File: src/rtl/core/lres_pkg.sv
// Package for the LED ring effect sequencer: mode, pixel-operation and
// register-index codes, colour and timing constants, and the trail fade.
// Used by every module under rtl/core; depends on nothing.
package lres_pkg;

  typedef enum logic [1:0] {
    MODE_IDLE = 2'd0,
    MODE_TRIG = 2'd1,
    MODE_SUCC = 2'd2,
    MODE_WARN = 2'd3
  } mode_t;

  typedef enum logic [1:0] {
    CMD_NONE = 2'd0,
    CMD_WARN = 2'd1,
    CMD_FAIL = 2'd2
  } cmd_t;

  localparam int CFG_INDEX_W = 3;

  typedef enum logic [CFG_INDEX_W-1:0] {
    CFG_BREATHE_MIN  = 3'd0,
    CFG_BREATHE_MAX  = 3'd1,
    CFG_BREATHE_STEP = 3'd2,
    CFG_TRIGGER_HOLD = 3'd3,
    CFG_WARNING_HOLD = 3'd4,
    CFG_SUCCESS_HALF = 3'd5,
    CFG_WARNING_HALF = 3'd6
  } cfg_reg_t;

  typedef enum logic [1:0] {
    PIX_HOLD      = 2'd0,
    PIX_FILL      = 2'd1,
    PIX_MARQUEE   = 2'd2,
    PIX_ALTERNATE = 2'd3
  } pix_op_t;

  typedef struct packed {
    pix_op_t     op;
    logic [23:0] colour;
  } pix_cmd_t;

  localparam int DEFAULT_PIXELS = 8;

  localparam logic [23:0] COL_BLACK = 24'h000000;
  localparam logic [23:0] COL_IDLE  = 24'hB0E0E6;
  localparam logic [23:0] COL_TRIG  = 24'hFFA500;
  localparam logic [23:0] COL_SUCC  = 24'h008000;
  localparam logic [23:0] COL_WARN  = 24'hFF0000;

  localparam logic [11:0] RAMP_SPAN  = 12'd3000;
  localparam logic [7:0]  RAMP_START = 8'd150;
  // floor(x * 110 / 3000) == (x * RAMP_RECIP) >> RAMP_SHIFT for x <= 3000
  localparam logic [31:0] RAMP_RECIP = 32'd615175;
  localparam int          RAMP_SHIFT = 24;

  localparam logic [7:0] FADE_SCALE   = 8'd156;
  localparam logic [7:0] TRIG_BRIGHT  = 8'd150;
  localparam logic [7:0] FLASH_BRIGHT = 8'd200;

  localparam logic [7:0]  RST_BREATHE_MIN  = 8'd2;
  localparam logic [7:0]  RST_BREATHE_MAX  = 8'd25;
  localparam logic [15:0] RST_BREATHE_STEP = 16'd30;
  localparam logic [15:0] RST_TRIGGER_HOLD = 16'd3000;
  localparam logic [15:0] RST_WARNING_HOLD = 16'd2000;
  localparam logic [15:0] RST_SUCCESS_HALF = 16'd200;
  localparam logic [15:0] RST_WARNING_HALF = 16'd100;
  localparam logic [7:0]  RST_BREATHE_LVL  = 8'd10;
  localparam logic [7:0]  RST_BRIGHTNESS   = 8'd50;

  function automatic logic [7:0] fade_channel(input logic [7:0] c);
    logic [15:0] p;
    p = 16'(c) * 16'(FADE_SCALE);
    return p[15:8];
  endfunction

  function automatic logic [23:0] fade_pixel(input logic [23:0] c);
    return {fade_channel(c[23:16]), fade_channel(c[15:8]), fade_channel(c[7:0])};
  endfunction

endpackage

File: src/rtl/core/lres_ctrl.sv
// Mode sequencer, effect timers and configuration registers.
// Produces one pixel operation, brightness and mode per word; uses lres_pkg.
module lres_ctrl #(
  parameter int PIXELS = lres_pkg::DEFAULT_PIXELS,
  localparam int PW = $clog2(PIXELS)
) (
  input  logic                               clk,
  input  logic                               rst,
  input  logic                               cfg_write,
  input  logic [lres_pkg::CFG_INDEX_W-1:0]   cfg_index,
  input  logic [15:0]                        cfg_data,
  input  logic                               fire,
  input  logic [31:0]                        now_ms,
  input  logic                               sensor_active,
  input  logic [1:0]                         command,
  output lres_pkg::pix_cmd_t                 pix_cmd,
  output logic [PW-1:0]                      pos_next,
  output logic [7:0]                         brightness_next,
  output lres_pkg::mode_t                    mode_next
);

  localparam int RAMP_SHIFT_HI = lres_pkg::RAMP_SHIFT + 7;

  logic [7:0]  breathe_min, breathe_max;
  logic [15:0] breathe_step_ms, trigger_hold_ms, warning_hold_ms;
  logic [15:0] success_half_ms, warning_half_ms;

  lres_pkg::mode_t mode;
  logic [31:0] mode_start, mode_start_next;
  logic [7:0]  level, level_next;
  logic        rising, rising_next;
  logic [31:0] breathe_last, breathe_last_next;
  logic [7:0]  brightness;
  logic [PW-1:0] pos;
  logic [31:0] marquee_last, marquee_last_next;
  logic [1:0]  flash_count, flash_count_next;
  logic        flash_on, flash_on_next;
  logic [31:0] flash_last, flash_last_next;
  logic        blink_on, blink_on_next;
  logic [31:0] blink_last, blink_last_next;

  lres_pkg::mode_t m1;
  logic        enter_trig, enter_succ, enter_warn, enter_idle, entered;
  logic [31:0] elapsed_mode;
  logic [11:0] ramp_x;
  logic [31:0] ramp_prod;
  logic [7:0]  interval;
  logic [7:0]  lvl_base;
  logic        rise_base;
  logic signed [9:0] b, min_s, max_s;

  always_ff @(posedge clk) begin
    if (rst) begin
      breathe_min     <= lres_pkg::RST_BREATHE_MIN;
      breathe_max     <= lres_pkg::RST_BREATHE_MAX;
      breathe_step_ms <= lres_pkg::RST_BREATHE_STEP;
      trigger_hold_ms <= lres_pkg::RST_TRIGGER_HOLD;
      warning_hold_ms <= lres_pkg::RST_WARNING_HOLD;
      success_half_ms <= lres_pkg::RST_SUCCESS_HALF;
      warning_half_ms <= lres_pkg::RST_WARNING_HALF;
    end else if (cfg_write) begin
      unique case (cfg_index)
        lres_pkg::CFG_BREATHE_MIN:  breathe_min     <= cfg_data[7:0];
        lres_pkg::CFG_BREATHE_MAX:  breathe_max     <= cfg_data[7:0];
        lres_pkg::CFG_BREATHE_STEP: breathe_step_ms <= cfg_data;
        lres_pkg::CFG_TRIGGER_HOLD: trigger_hold_ms <= cfg_data;
        lres_pkg::CFG_WARNING_HOLD: warning_hold_ms <= cfg_data;
        lres_pkg::CFG_SUCCESS_HALF: success_half_ms <= cfg_data;
        lres_pkg::CFG_WARNING_HALF: warning_half_ms <= cfg_data;
        default: ;
      endcase
    end
  end

  always_ff @(posedge clk) begin
    if (rst) begin
      mode         <= lres_pkg::MODE_IDLE;
      mode_start   <= '0;
      level        <= lres_pkg::RST_BREATHE_LVL;
      rising       <= 1'b1;
      breathe_last <= '0;
      brightness   <= lres_pkg::RST_BRIGHTNESS;
      pos          <= '0;
      marquee_last <= '0;
      flash_count  <= '0;
      flash_on     <= 1'b0;
      flash_last   <= '0;
      blink_on     <= 1'b0;
      blink_last   <= '0;
    end else if (fire) begin
      mode         <= mode_next;
      mode_start   <= mode_start_next;
      level        <= level_next;
      rising       <= rising_next;
      breathe_last <= breathe_last_next;
      brightness   <= brightness_next;
      pos          <= pos_next;
      marquee_last <= marquee_last_next;
      flash_count  <= flash_count_next;
      flash_on     <= flash_on_next;
      flash_last   <= flash_last_next;
      blink_on     <= blink_on_next;
      blink_last   <= blink_last_next;
    end
  end

  always_comb begin
    elapsed_mode = now_ms - mode_start;
    ramp_x    = (elapsed_mode > 32'(lres_pkg::RAMP_SPAN)) ? lres_pkg::RAMP_SPAN
                                                         : elapsed_mode[11:0];
    ramp_prod = 32'(ramp_x) * lres_pkg::RAMP_RECIP;
    interval  = lres_pkg::RAMP_START - ramp_prod[RAMP_SHIFT_HI:lres_pkg::RAMP_SHIFT];
  end

  always_comb begin
    m1         = mode;
    enter_trig = 1'b0;
    enter_succ = 1'b0;
    enter_warn = 1'b0;
    enter_idle = 1'b0;
    unique case (mode)
      lres_pkg::MODE_IDLE: begin
        if (sensor_active) begin
          m1         = lres_pkg::MODE_TRIG;
          enter_trig = 1'b1;
        end
        if (command == lres_pkg::CMD_WARN) begin
          m1         = lres_pkg::MODE_WARN;
          enter_warn = 1'b1;
        end
      end
      lres_pkg::MODE_TRIG: begin
        if (elapsed_mode > 32'(trigger_hold_ms)) begin
          m1         = lres_pkg::MODE_SUCC;
          enter_succ = 1'b1;
        end
        if (command == lres_pkg::CMD_FAIL) begin
          m1         = lres_pkg::MODE_WARN;
          enter_warn = 1'b1;
        end
      end
      lres_pkg::MODE_WARN: begin
        if (elapsed_mode > 32'(warning_hold_ms)) begin
          m1         = lres_pkg::MODE_IDLE;
          enter_idle = 1'b1;
        end
      end
      default: ;
    endcase
    entered = enter_trig | enter_succ | enter_warn | enter_idle;
  end

  always_comb begin
    mode_next         = m1;
    mode_start_next   = entered ? now_ms : mode_start;
    lvl_base          = enter_idle ? breathe_min : level;
    rise_base         = enter_idle | rising;
    level_next        = lvl_base;
    rising_next       = rise_base;
    breathe_last_next = breathe_last;
    brightness_next   = brightness;
    pos_next          = enter_trig ? '0 : pos;
    marquee_last_next = enter_trig ? now_ms : marquee_last;
    flash_count_next  = enter_succ ? 2'd0 : flash_count;
    flash_on_next     = enter_succ ? 1'b0 : flash_on;
    flash_last_next   = enter_succ ? now_ms : flash_last;
    blink_on_next     = enter_warn ? 1'b0 : blink_on;
    blink_last_next   = enter_warn ? now_ms : blink_last;
    pix_cmd.op        = enter_succ ? lres_pkg::PIX_FILL : lres_pkg::PIX_HOLD;
    pix_cmd.colour    = lres_pkg::COL_BLACK;
    min_s             = signed'({2'b00, breathe_min});
    max_s             = signed'({2'b00, breathe_max});
    b                 = signed'({2'b00, lvl_base}) + (rise_base ? 10'sd1 : -10'sd1);

    unique case (m1)
      lres_pkg::MODE_IDLE: begin
        if ((now_ms - breathe_last) >= 32'(breathe_step_ms)) begin
          breathe_last_next = now_ms;
          if (b <= min_s || b >= max_s) rising_next = !rise_base;
          if (b < min_s) b = min_s;
          if (b > max_s) b = max_s;
          level_next      = b[7:0];
          brightness_next = b[7:0];
          pix_cmd.op      = lres_pkg::PIX_FILL;
          pix_cmd.colour  = lres_pkg::COL_IDLE;
        end
      end
      lres_pkg::MODE_TRIG: begin
        if (!entered && (now_ms - marquee_last) > 32'(interval)) begin
          marquee_last_next = now_ms;
          pos_next          = (pos == PW'(PIXELS - 1)) ? '0 : pos + 1'b1;
          brightness_next   = lres_pkg::TRIG_BRIGHT;
          pix_cmd.op        = lres_pkg::PIX_MARQUEE;
          pix_cmd.colour    = lres_pkg::COL_TRIG;
        end
      end
      lres_pkg::MODE_SUCC: begin
        if (!entered && (now_ms - flash_last) > 32'(success_half_ms)) begin
          flash_last_next = now_ms;
          flash_on_next   = !flash_on;
          pix_cmd.op      = lres_pkg::PIX_FILL;
          if (!flash_on) begin
            brightness_next = lres_pkg::FLASH_BRIGHT;
            pix_cmd.colour  = lres_pkg::COL_SUCC;
            if (flash_count < 2'd3) flash_count_next = flash_count + 2'd1;
          end else if (flash_count >= 2'd2) begin
            mode_next       = lres_pkg::MODE_IDLE;
            mode_start_next = now_ms;
            level_next      = breathe_min;
            rising_next     = 1'b1;
          end
        end
      end
      lres_pkg::MODE_WARN: begin
        if (!entered && (now_ms - blink_last) > 32'(warning_half_ms)) begin
          blink_last_next = now_ms;
          blink_on_next   = !blink_on;
          brightness_next = lres_pkg::FLASH_BRIGHT;
          pix_cmd.op      = lres_pkg::PIX_ALTERNATE;
          pix_cmd.colour  = blink_on ? lres_pkg::COL_BLACK : lres_pkg::COL_WARN;
        end
      end
      default: ;
    endcase
  end

endmodule

File: src/rtl/core/lres_pixels.sv
// Pixel store: one colour register per LED, each updated in parallel by
// the pass's pixel operation. Uses lres_pkg for operation codes and fade.
module lres_pixels #(
  parameter int PIXELS = lres_pkg::DEFAULT_PIXELS,
  localparam int PW = $clog2(PIXELS)
) (
  input  logic               clk,
  input  logic               rst,
  input  logic               fire,
  input  lres_pkg::pix_cmd_t pix_cmd,
  input  logic [PW-1:0]      pos_next,
  output logic [23:0]        pixel_next [PIXELS]
);

  logic [23:0] store [PIXELS];

  for (genvar i = 0; i < PIXELS; i++) begin : g_cell
    always_comb begin
      case (pix_cmd.op)
        lres_pkg::PIX_FILL:    pixel_next[i] = pix_cmd.colour;
        lres_pkg::PIX_MARQUEE: pixel_next[i] = (pos_next == PW'(i)) ? pix_cmd.colour
                                               : lres_pkg::fade_pixel(store[i]);
        lres_pkg::PIX_ALTERNATE: pixel_next[i] = (i % 2 == 0) ? pix_cmd.colour
                                                 : lres_pkg::COL_BLACK;
        default:               pixel_next[i] = store[i];
      endcase
    end

    always_ff @(posedge clk) begin
      if (rst) begin
        store[i] <= lres_pkg::COL_BLACK;
      end else if (fire) begin
        store[i] <= pixel_next[i];
      end
    end
  end

endmodule

File: src/rtl/core/lres_emit.sv
// Frame emitter: snapshot of one frame in a shift line, sent one pixel per
// output word. Uses lres_pkg for the mode type.
module lres_emit #(
  parameter int PIXELS = lres_pkg::DEFAULT_PIXELS,
  localparam int CW = $clog2(PIXELS)
) (
  input  logic            clk,
  input  logic            rst,
  input  logic            load,
  input  logic [23:0]     frame_in [PIXELS],
  input  logic [7:0]      brightness_in,
  input  lres_pkg::mode_t mode_in,
  output logic            load_ok,
  output logic            out_valid,
  input  logic            out_stall,
  output logic [2:0]      pixel_index,
  output logic [7:0]      red,
  output logic [7:0]      green,
  output logic [7:0]      blue,
  output logic [7:0]      global_brightness,
  output logic [1:0]      mode,
  output logic            last_pixel
);

  logic [23:0]     frame [PIXELS];
  logic [CW-1:0]   cnt;
  logic            busy;
  logic [7:0]      brightness;
  lres_pkg::mode_t frame_mode;
  logic            take;
  logic            last;

  assign last    = (cnt == CW'(PIXELS - 1));
  assign take    = busy && !out_stall;
  assign load_ok = !busy || (take && last);

  always_ff @(posedge clk) begin
    if (rst) begin
      busy <= 1'b0;
      cnt  <= '0;
    end else if (load) begin
      busy <= 1'b1;
      cnt  <= '0;
    end else if (take) begin
      if (last) begin
        busy <= 1'b0;
      end else begin
        cnt <= cnt + 1'b1;
      end
    end
  end

  always_ff @(posedge clk) begin
    if (load) begin
      frame      <= frame_in;
      brightness <= brightness_in;
      frame_mode <= mode_in;
    end else if (take) begin
      for (int j = 0; j < PIXELS - 1; j++) frame[j] <= frame[j + 1];
    end
  end

  assign out_valid         = busy;
  assign pixel_index       = 3'(cnt);
  assign red               = frame[0][23:16];
  assign green             = frame[0][15:8];
  assign blue              = frame[0][7:0];
  assign global_brightness = brightness;
  assign mode              = frame_mode;
  assign last_pixel        = last;

endmodule

File: src/rtl/core/led_ring_effect_sequencer_unit.sv
// Top level of the LED ring effect sequencer: input register, sequencer,
// pixel store and frame emitter. Uses lres_pkg, lres_ctrl, lres_pixels, lres_emit.
//
// Each input word (time, sensor level, command) produces one frame of PIXELS
// output words, one per LED in index order, the last flagged by last_pixel.
// A word waits in the input register, the mode and effect state is updated
// when the emitter can take a new frame, and the frame is then sent at one
// pixel per cycle while out_stall is low; the single pixel output port sets
// that rate. The next word is taken while the current frame drains, and frames
// follow each other without a gap. Reset has no clearing pass. Configuration
// writes are always ready and must be made while the block is idle.
module led_ring_effect_sequencer_unit #(
  parameter int PIXELS = lres_pkg::DEFAULT_PIXELS
) (
  input  logic                             clk,
  input  logic                             rst,
  input  logic                             cfg_valid,
  output logic                             cfg_ready,
  input  logic [lres_pkg::CFG_INDEX_W-1:0] cfg_index,
  input  logic [15:0]                      cfg_data,
  input  logic                             in_valid,
  output logic                             in_stall,
  input  logic [31:0]                      now_ms,
  input  logic                             sensor_active,
  input  logic [1:0]                       command,
  output logic                             out_valid,
  input  logic                             out_stall,
  output logic [2:0]                       pixel_index,
  output logic [7:0]                       red,
  output logic [7:0]                       green,
  output logic [7:0]                       blue,
  output logic [7:0]                       global_brightness,
  output logic [1:0]                       mode,
  output logic                             last_pixel
);

  localparam int PW = $clog2(PIXELS);

  logic        in_full;
  logic [31:0] now_q;
  logic        sensor_q;
  logic [1:0]  command_q;
  logic        load_ok;
  logic        fire;
  logic        accept;

  lres_pkg::pix_cmd_t pix_cmd;
  logic [PW-1:0]      pos_next;
  logic [7:0]         brightness_next;
  lres_pkg::mode_t    mode_next;
  logic [23:0]        pixel_next [PIXELS];

  assign cfg_ready = 1'b1;
  assign fire      = in_full && load_ok;
  assign in_stall  = in_full && !load_ok;
  assign accept    = in_valid && !in_stall;

  always_ff @(posedge clk) begin
    if (rst) begin
      in_full <= 1'b0;
    end else if (accept) begin
      in_full <= 1'b1;
    end else if (fire) begin
      in_full <= 1'b0;
    end
  end

  always_ff @(posedge clk) begin
    if (accept) begin
      now_q     <= now_ms;
      sensor_q  <= sensor_active;
      command_q <= command;
    end
  end

  lres_ctrl #(.PIXELS(PIXELS)) u_ctrl (
    .clk             (clk),
    .rst             (rst),
    .cfg_write       (cfg_valid && cfg_ready),
    .cfg_index       (cfg_index),
    .cfg_data        (cfg_data),
    .fire            (fire),
    .now_ms          (now_q),
    .sensor_active   (sensor_q),
    .command         (command_q),
    .pix_cmd         (pix_cmd),
    .pos_next        (pos_next),
    .brightness_next (brightness_next),
    .mode_next       (mode_next)
  );

  lres_pixels #(.PIXELS(PIXELS)) u_pixels (
    .clk        (clk),
    .rst        (rst),
    .fire       (fire),
    .pix_cmd    (pix_cmd),
    .pos_next   (pos_next),
    .pixel_next (pixel_next)
  );

  lres_emit #(.PIXELS(PIXELS)) u_emit (
    .clk               (clk),
    .rst               (rst),
    .load              (fire),
    .frame_in          (pixel_next),
    .brightness_in     (brightness_next),
    .mode_in           (mode_next),
    .load_ok           (load_ok),
    .out_valid         (out_valid),
    .out_stall         (out_stall),
    .pixel_index       (pixel_index),
    .red               (red),
    .green             (green),
    .blue              (blue),
    .global_brightness (global_brightness),
    .mode              (mode),
    .last_pixel        (last_pixel)
  );

endmodule
File: config.mk
export PLATFORM = sky130hd
export DESIGN_NAME = led_ring_effect_sequencer_unit
export DESIGN_NICKNAME = d
export VERILOG_FILES = /design/src/rtl/core/lres_pkg.sv /design/src/rtl/core/lres_ctrl.sv /design/src/rtl/core/lres_pixels.sv /design/src/rtl/core/lres_emit.sv /design/src/rtl/core/led_ring_effect_sequencer_unit.sv
export SDC_FILE = /design/constraint.sdc
export NUM_CORES = 2
export LEC_CHECK = 0
export BUFFER_PORTS_ARGS = -buffer_cell sky130_fd_sc_hd__buf_2
export CAP_MARGIN = 20
export CORE_UTILIZATION = 65
export CTS_CLUSTER_DIAMETER = 80
export DETAILED_ROUTE_END_ITERATION = 7
export PLACE_DENSITY = 0.82
export REMOVE_ABC_BUFFERS = 1
export SLEW_MARGIN = 20
export SYNTH_ARGS = -nofsm -noshare
export SYNTH_HDL_FRONTEND = slang
export SYNTH_SLANG_ARGS = --single-unit
File: constraint.sdc
create_clock -name clk -period 24 [get_ports clk]
set_input_delay 7.2 -clock clk [delete_from_list [all_inputs] [get_ports clk]]
set_output_delay 7.2 -clock clk [all_outputs]
set_load 0.05 [all_outputs]
Word-level counts from Yosys, hierarchy flattened
Memory sizes are Yosys's and may differ from the RTL's.
Index checks and enable logic that the tools add are counted.
- memories: 1
- bits in writable memories: 192
- register bits after elaboration: 524
- memories (memory ; words ; bits a word ; read ports ; clocked after memory_dff ; wr ports ; RTL line ; RTL):
    u_pixels.store ; 8 ; 24 ; 8 ; 0 ; 8 ; lres_pixels.sv:15 ; logic [23:0] store [PIXELS];
- eq/ne operators: 25
- multiply operators: 25
- $lt $le $gt $ge: 13
- bitwise logic cells: 13
- add/subtract/negate cells: 10
- reductions and logical operators: 37
- multiplexer cells: 116
- operators by type and width (cell ; number):
    $mux W32 ; 14
    $mux W24 ; 17
    $mul A8 B6 Y14 const B ; 24
    $mux W168 ; 2
    $pmux W24 S3 ; 4
    $pmux W24 S2 ; 4
    $sub A32 B32 Y32 ; 5
    $gt A32 B16 Y1 ; 4
    $mux W26 ; 4
    $pmux W26 S4 ; 1
    $mux W8 ; 11
    $mux W10 ; 4
    $ge A32 B16 Y1 ; 1
    $gt A32 B12 Y1 const B ; 1
    $gt A32 B8 Y1 ; 1
    $mul A12 B20 Y32 const B ; 1
    $pmux W8 S4 ; 1
    $mux W1 ; 30
    $mux W2 ; 14
    $eq A3 B3 Y1 const B ; 9
    $reduce_and A2 Y1 ; 9
    $mux W16 ; 1
    $pmux W8 S2 ; 1
    $eq A2 B2 Y1 const B ; 6
    other kinds (27) ; 70

Logic depth before layout (Yosys ltp)
- word-level depth: 15
- mapped depth: 61
- depth with buffers taken out: 56

By module
A second synthesis with hierarchy kept.
- cell total of the unflattened synthesis: 7547
- area total of the unflattened synthesis: 67218.2 µm²
- by module, submodules not included (module ; cells each ; times used ; area an instance (µm²)):
    lres_pixels ; 3446 ; 1 ; 29976.2
    lres_ctrl ; 3625 ; 1 ; 27550.2
    lres_emit ; 434 ; 1 ; 8573.2
    led_ring_effect_sequencer_unit ; 42 ; 1 ; 1118.6

Least setup slack after synthesis
OpenSTA, ideal clock, no wires.
- path type: input port to flip-flop
- start point: input port out_stall
- end point: register u_emit.frame, in the netlist u_emit.blue[0], enable pin
- path slack: 7959 ps
- data arrival time: 15290 ps
- buffers on the path: 0
- library setup time: 751 ps
- stages: 1
- required time: 23249 ps
- path through: a21oi_1
- longest elaborated chain between the ends: 6
- RTL lines (element ; RTL line ; RTL):
    start, declared ; led_ring_effect_sequencer_unit.sv:27 ; input logic out_stall,
    $logic_not A1 Y1 (*) ; lres_emit.sv:34 ; assign take = busy && !out_stall;
    $logic_and A1 B1 Y1 (*) ; lres_emit.sv:34 ;
    $logic_and A1 B1 Y1 ; lres_emit.sv:35 ; assign load_ok = !busy || (take && last);
    $logic_or A1 B1 Y1 ; lres_emit.sv:35 ;
    $logic_and A1 B1 Y1 ; led_ring_effect_sequencer_unit.sv:54 ; assign fire = in_full && load_ok;
    $reduce_bool A2 Y1 (no source line) (*) ; -- ;
    end signal, assigned ; lres_emit.sv:55 ; frame <= frame_in;
    end, declared ; lres_emit.sv:25 ; logic [23:0] frame [PIXELS];
Every way passes the cells marked *; elsewhere a longest branch is shown, timed or not.
A chain may end at the register's enable or synchronous reset.

Worst setup path after layout
- start point: input port out_stall
- end point: output port in_stall
- longest elaborated chain between the ends: 6
- RTL lines (element ; RTL line ; RTL):
    $logic_not A1 Y1 ; lres_emit.sv:34 ;
    $logic_and A1 B1 Y1 ; lres_emit.sv:34 ;
    $logic_and A1 B1 Y1 ; lres_emit.sv:35 ;
    $logic_or A1 B1 Y1 ; lres_emit.sv:35 ;
    $logic_not A1 Y1 ; led_ring_effect_sequencer_unit.sv:55 ; assign in_stall = in_full && !load_ok;
    $logic_and A1 B1 Y1 ; led_ring_effect_sequencer_unit.sv:55 ;
    end, declared ; led_ring_effect_sequencer_unit.sv:22 ; output logic in_stall,
No other way between the ends.

==> results_dict.tcl <==
set metrics [dict create \
    multiInputGateArea_um2 38100 \
    syn-mean-instance-area_um2 9.16 \
    clk_path_buf_depth 3 \
    die_h_um 309 \
    hold_viol_final 0 \
    busiest_layer "met2" \
    hold_buffers 0 \
    clk_latency_ns 0.68 \
    gr-usage-met3 0.0454 \
    tightest_slew_ns 1.11 \
    setup_violations 0 \
    final.setup.tns_ns 0 \
    drc 0 \
    fin_skew_ns 0.0370 \
    synthArstFlopShare 0 \
    vias 49900 \
    p_per_area_nw_per_um2 67.9 \
    crit_required_ns 16.80 \
    postCtsResizedCells 0 \
    grt_max_degree 198 \
    coreArea_um2 93500 \
    htreeDepth 3 \
    relSlewSlack 0.255 \
    port_buffers 98 \
    ys_seq_area_frac 0.303 \
    nFillCells 7022 \
    min_period_over_period 0.645 \
    start_util 0.657 \
    grt_pass1_wl_um 256000 \
    diodes 0 \
    yosys_warnings 0 \
    clock_sinks 716 \
    rows 112 \
    met2_usage 0.558 \
    worstHoldStart "u_ctrl.success_half_ms[12]$_SDFFE_PP0P_" \
    rsz0062_at_grt "no" \
    fin_nets 7890 \
    synthFlopType "edfxtp_1" \
    drtIter0Drc 4587 \
    grtUsageMet1 0.441 \
    critPathKind "in2out" \
    post_cts_buffers 0 \
    syn2layout_area_growth_pct 6.88 \
    cp-end-kind "output port" \
    synth_top_area_share 0.210 \
    synthCells 6707 \
    die_area_um2 95700 \
    wl_per_cell_um 20.0 \
    ios 100 \
    critPathArrivalTime_ns 8.29 \
    r2r-start "now_q[4]$_DFFE_PP_" \
    syn_area_um2 61400 \
    slew_violations 0 \
    synth_area_leader_cell "edfxtp_1" \
    grt_antenna_before_repair 0 \
    place_congestion 0.960 \
    place_hpwl_um 116000 \
    status "completed" \
    startpoint "out_stall" \
    numCtsBuffers 82 \
    layout_setup_ws_ns 8.51 \
    peakVddDrop_mv 0.0663 \
    drt_first_pass_iters 6 \
    p_leak_nw 29.4 \
    seq_area_um2 18600 \
    viasPerCell 6.23 \
    cts_tree "built" \
    cp_max_fo 3 \
    synth_edf_count 429 \
    post-place-ws_ns 8.51 \
    critPathLaunchType "input pin" \
    clk_pin_slew_ns 0.06 \
    fp.dieW_um 309 \
    first_global_vias 49500 \
    yosysUniqueCellTypes 109 \
    timing.fmax_ghz 0.0646 \
    drv_cap 0 \
    drt-total-wl_um 160000 \
    overflow 0 \
    track_usage 0.335 \
    yosys_register_bits 716 \
    drive_above_1_share 0.0558 \
    root_buffer "clkbuf_16" \
    ant_nets 0 \
    postLayoutCoreUtil 0.702 \
    synth_area_leaders "edfxtp_1 21%, ha_1 17%, fa_1 9.6%, dfxtp_1 9.4%, inv_1 6.0%" \
    min_period_ns 15.49 \
    min_path_type "reg2reg" \
]
metrics by stage:
stage / cells / instance area, um^2 / total power (W) / hold WS [ns]
global route: 8010 / 65700 / 0.00472 / 0.473
floorplan: 6455 / 60300 / 0.00271 / 0.427
global placement: 7862 / 62900 / 0.00306 / 0.442
finish: 8010 / 65700 / 0.00446 / 0.454
CTS: 8010 / 65600 / 0.00445 / 0.454
detailed placement: 7862 / 62900 / 0.00313 / 0.446
routing by layer:
layer	routed length, um	vias to the layer above	part of all wire
met3	13500	394	0.084
met2	75500	2145	0.47
li1	-	23300	-
met5	0	-	0
met4	6050	0	0.038
met1	65100	24000	0.41
synthesized netlist by cell type (12+ instances only):
master and count:
or3_1 21, a31oi_1 32, nand2b_1 60, fa_1 296
a211oi_1 64, mux2i_1 122, and2_1 70, o22ai_1 14
nand2_1 545, nor3b_1 20, xor2_1 61, a21o_1 95
o21ai_0 208, o211ai_1 54, o21bai_1 33, o31ai_1 30
o31a_1 15, xnor2_1 139, nor2_1 523, buf_4 32
nand3_1 90, dfxtp_1 287, clkbuf_1 167, a22oi_1 48
nor3_1 149, nand4_1 61, nor4_1 17, a41o_1 18
a311oi_1 19, nor2b_1 81, or2_2 12, o21ai_1 151
buf_2 45, ha_1 843, edfxtp_1 429, and3_1 23
a22o_1 73, mux2_2 30, o21a_1 109, a21oi_1 390
a221oi_1 43, a211o_1 13, inv_1 974
worst max-delay path, stage by stage:
cell	delay [ns]
buf_2	0.13
o21ai_0	0.49
nor2_1	0.20
buf_2	0.26
sequential cells by signal, summed over array words and instances (netlist names), 32 cells and up:
register,cells
now_q,32
u_ctrl.blink_last,32
u_ctrl.breathe_last,32
u_ctrl.flash_last,32
u_ctrl.marquee_last,32
u_ctrl.mode_start,32
u_emit.frame,168
u_pixels.store,192
worst paths after layout:
path                                                                end  slack, ns  depth (start not counted)
worst min register to register  u_ctrl.success_half_ms[12]$_SDFFE_PP0P_       0.45                          2
worst min-delay path            u_ctrl.success_half_ms[12]$_SDFFE_PP0P_       0.45                          2
worst max register to register               u_emit.frame[89]$_DFFE_PP_       8.67                         50
worst max-delay path                                           in_stall       8.51                          4
layout by cell type (no fill, tap or decap), types with 18 or more instances in the layout:
master	n
nor2b_1	80
nand2b_1	60
inv_1	973
ha_1	843
nand2_1	542
edfxtp_1	429
nor2_1	516
mux2i_1	122
clkbuf_16	83
nand4_1	61
nor3b_1	20
o21a_1	109
a21o_1	95
a21oi_1	389
o21ai_0	208
xor2_1	61
fa_1	296
o211ai_1	54
o31ai_1	30
buf_4	54
nor3_1	145
a31oi_1	31
o21ai_1	151
a211oi_1	64
a22o_1	73
dfxtp_1	287
a311oi_1	19
or3_1	21
buf_2	97
a221oi_1	43
xnor2_1	139
mux2_2	30
a41o_1	18
a22oi_1	48
and3_1	23
and2_1	70
o21bai_1	33
nand3_1	90
layout make-up:
cell class / count / area share
clock inverters: 46 / 0.00831
well taps: 1254 / 0.0239
multi-input cells: 4760 / 0.580
repair buffers: 153 / 0.0140
inverters: 979 / 0.0561
flip-flops and latches: 716 / 0.284
clock buffers: 102 / 0.0338
power breakdown:
group          leakage, nW  internal [W]  total [W]  switching, W
sequential            6.66       0.00142    0.00152     0.0000931
clock                 1.35      0.000775    0.00131      0.000538
combinational         21.4      0.000642    0.00163      0.000990
kinds of logic after synthesis:
family / share of synthesized area
compound gates: 0.164
fa+ha+maj: 0.268
flops: 0.303
other cells: 0.000122
xor+xnor: 0.0285
simple gates: 0.132
mux: 0.0254
buf+inv: 0.0784
Note: power is estimated with default switching activity, not from simulation.
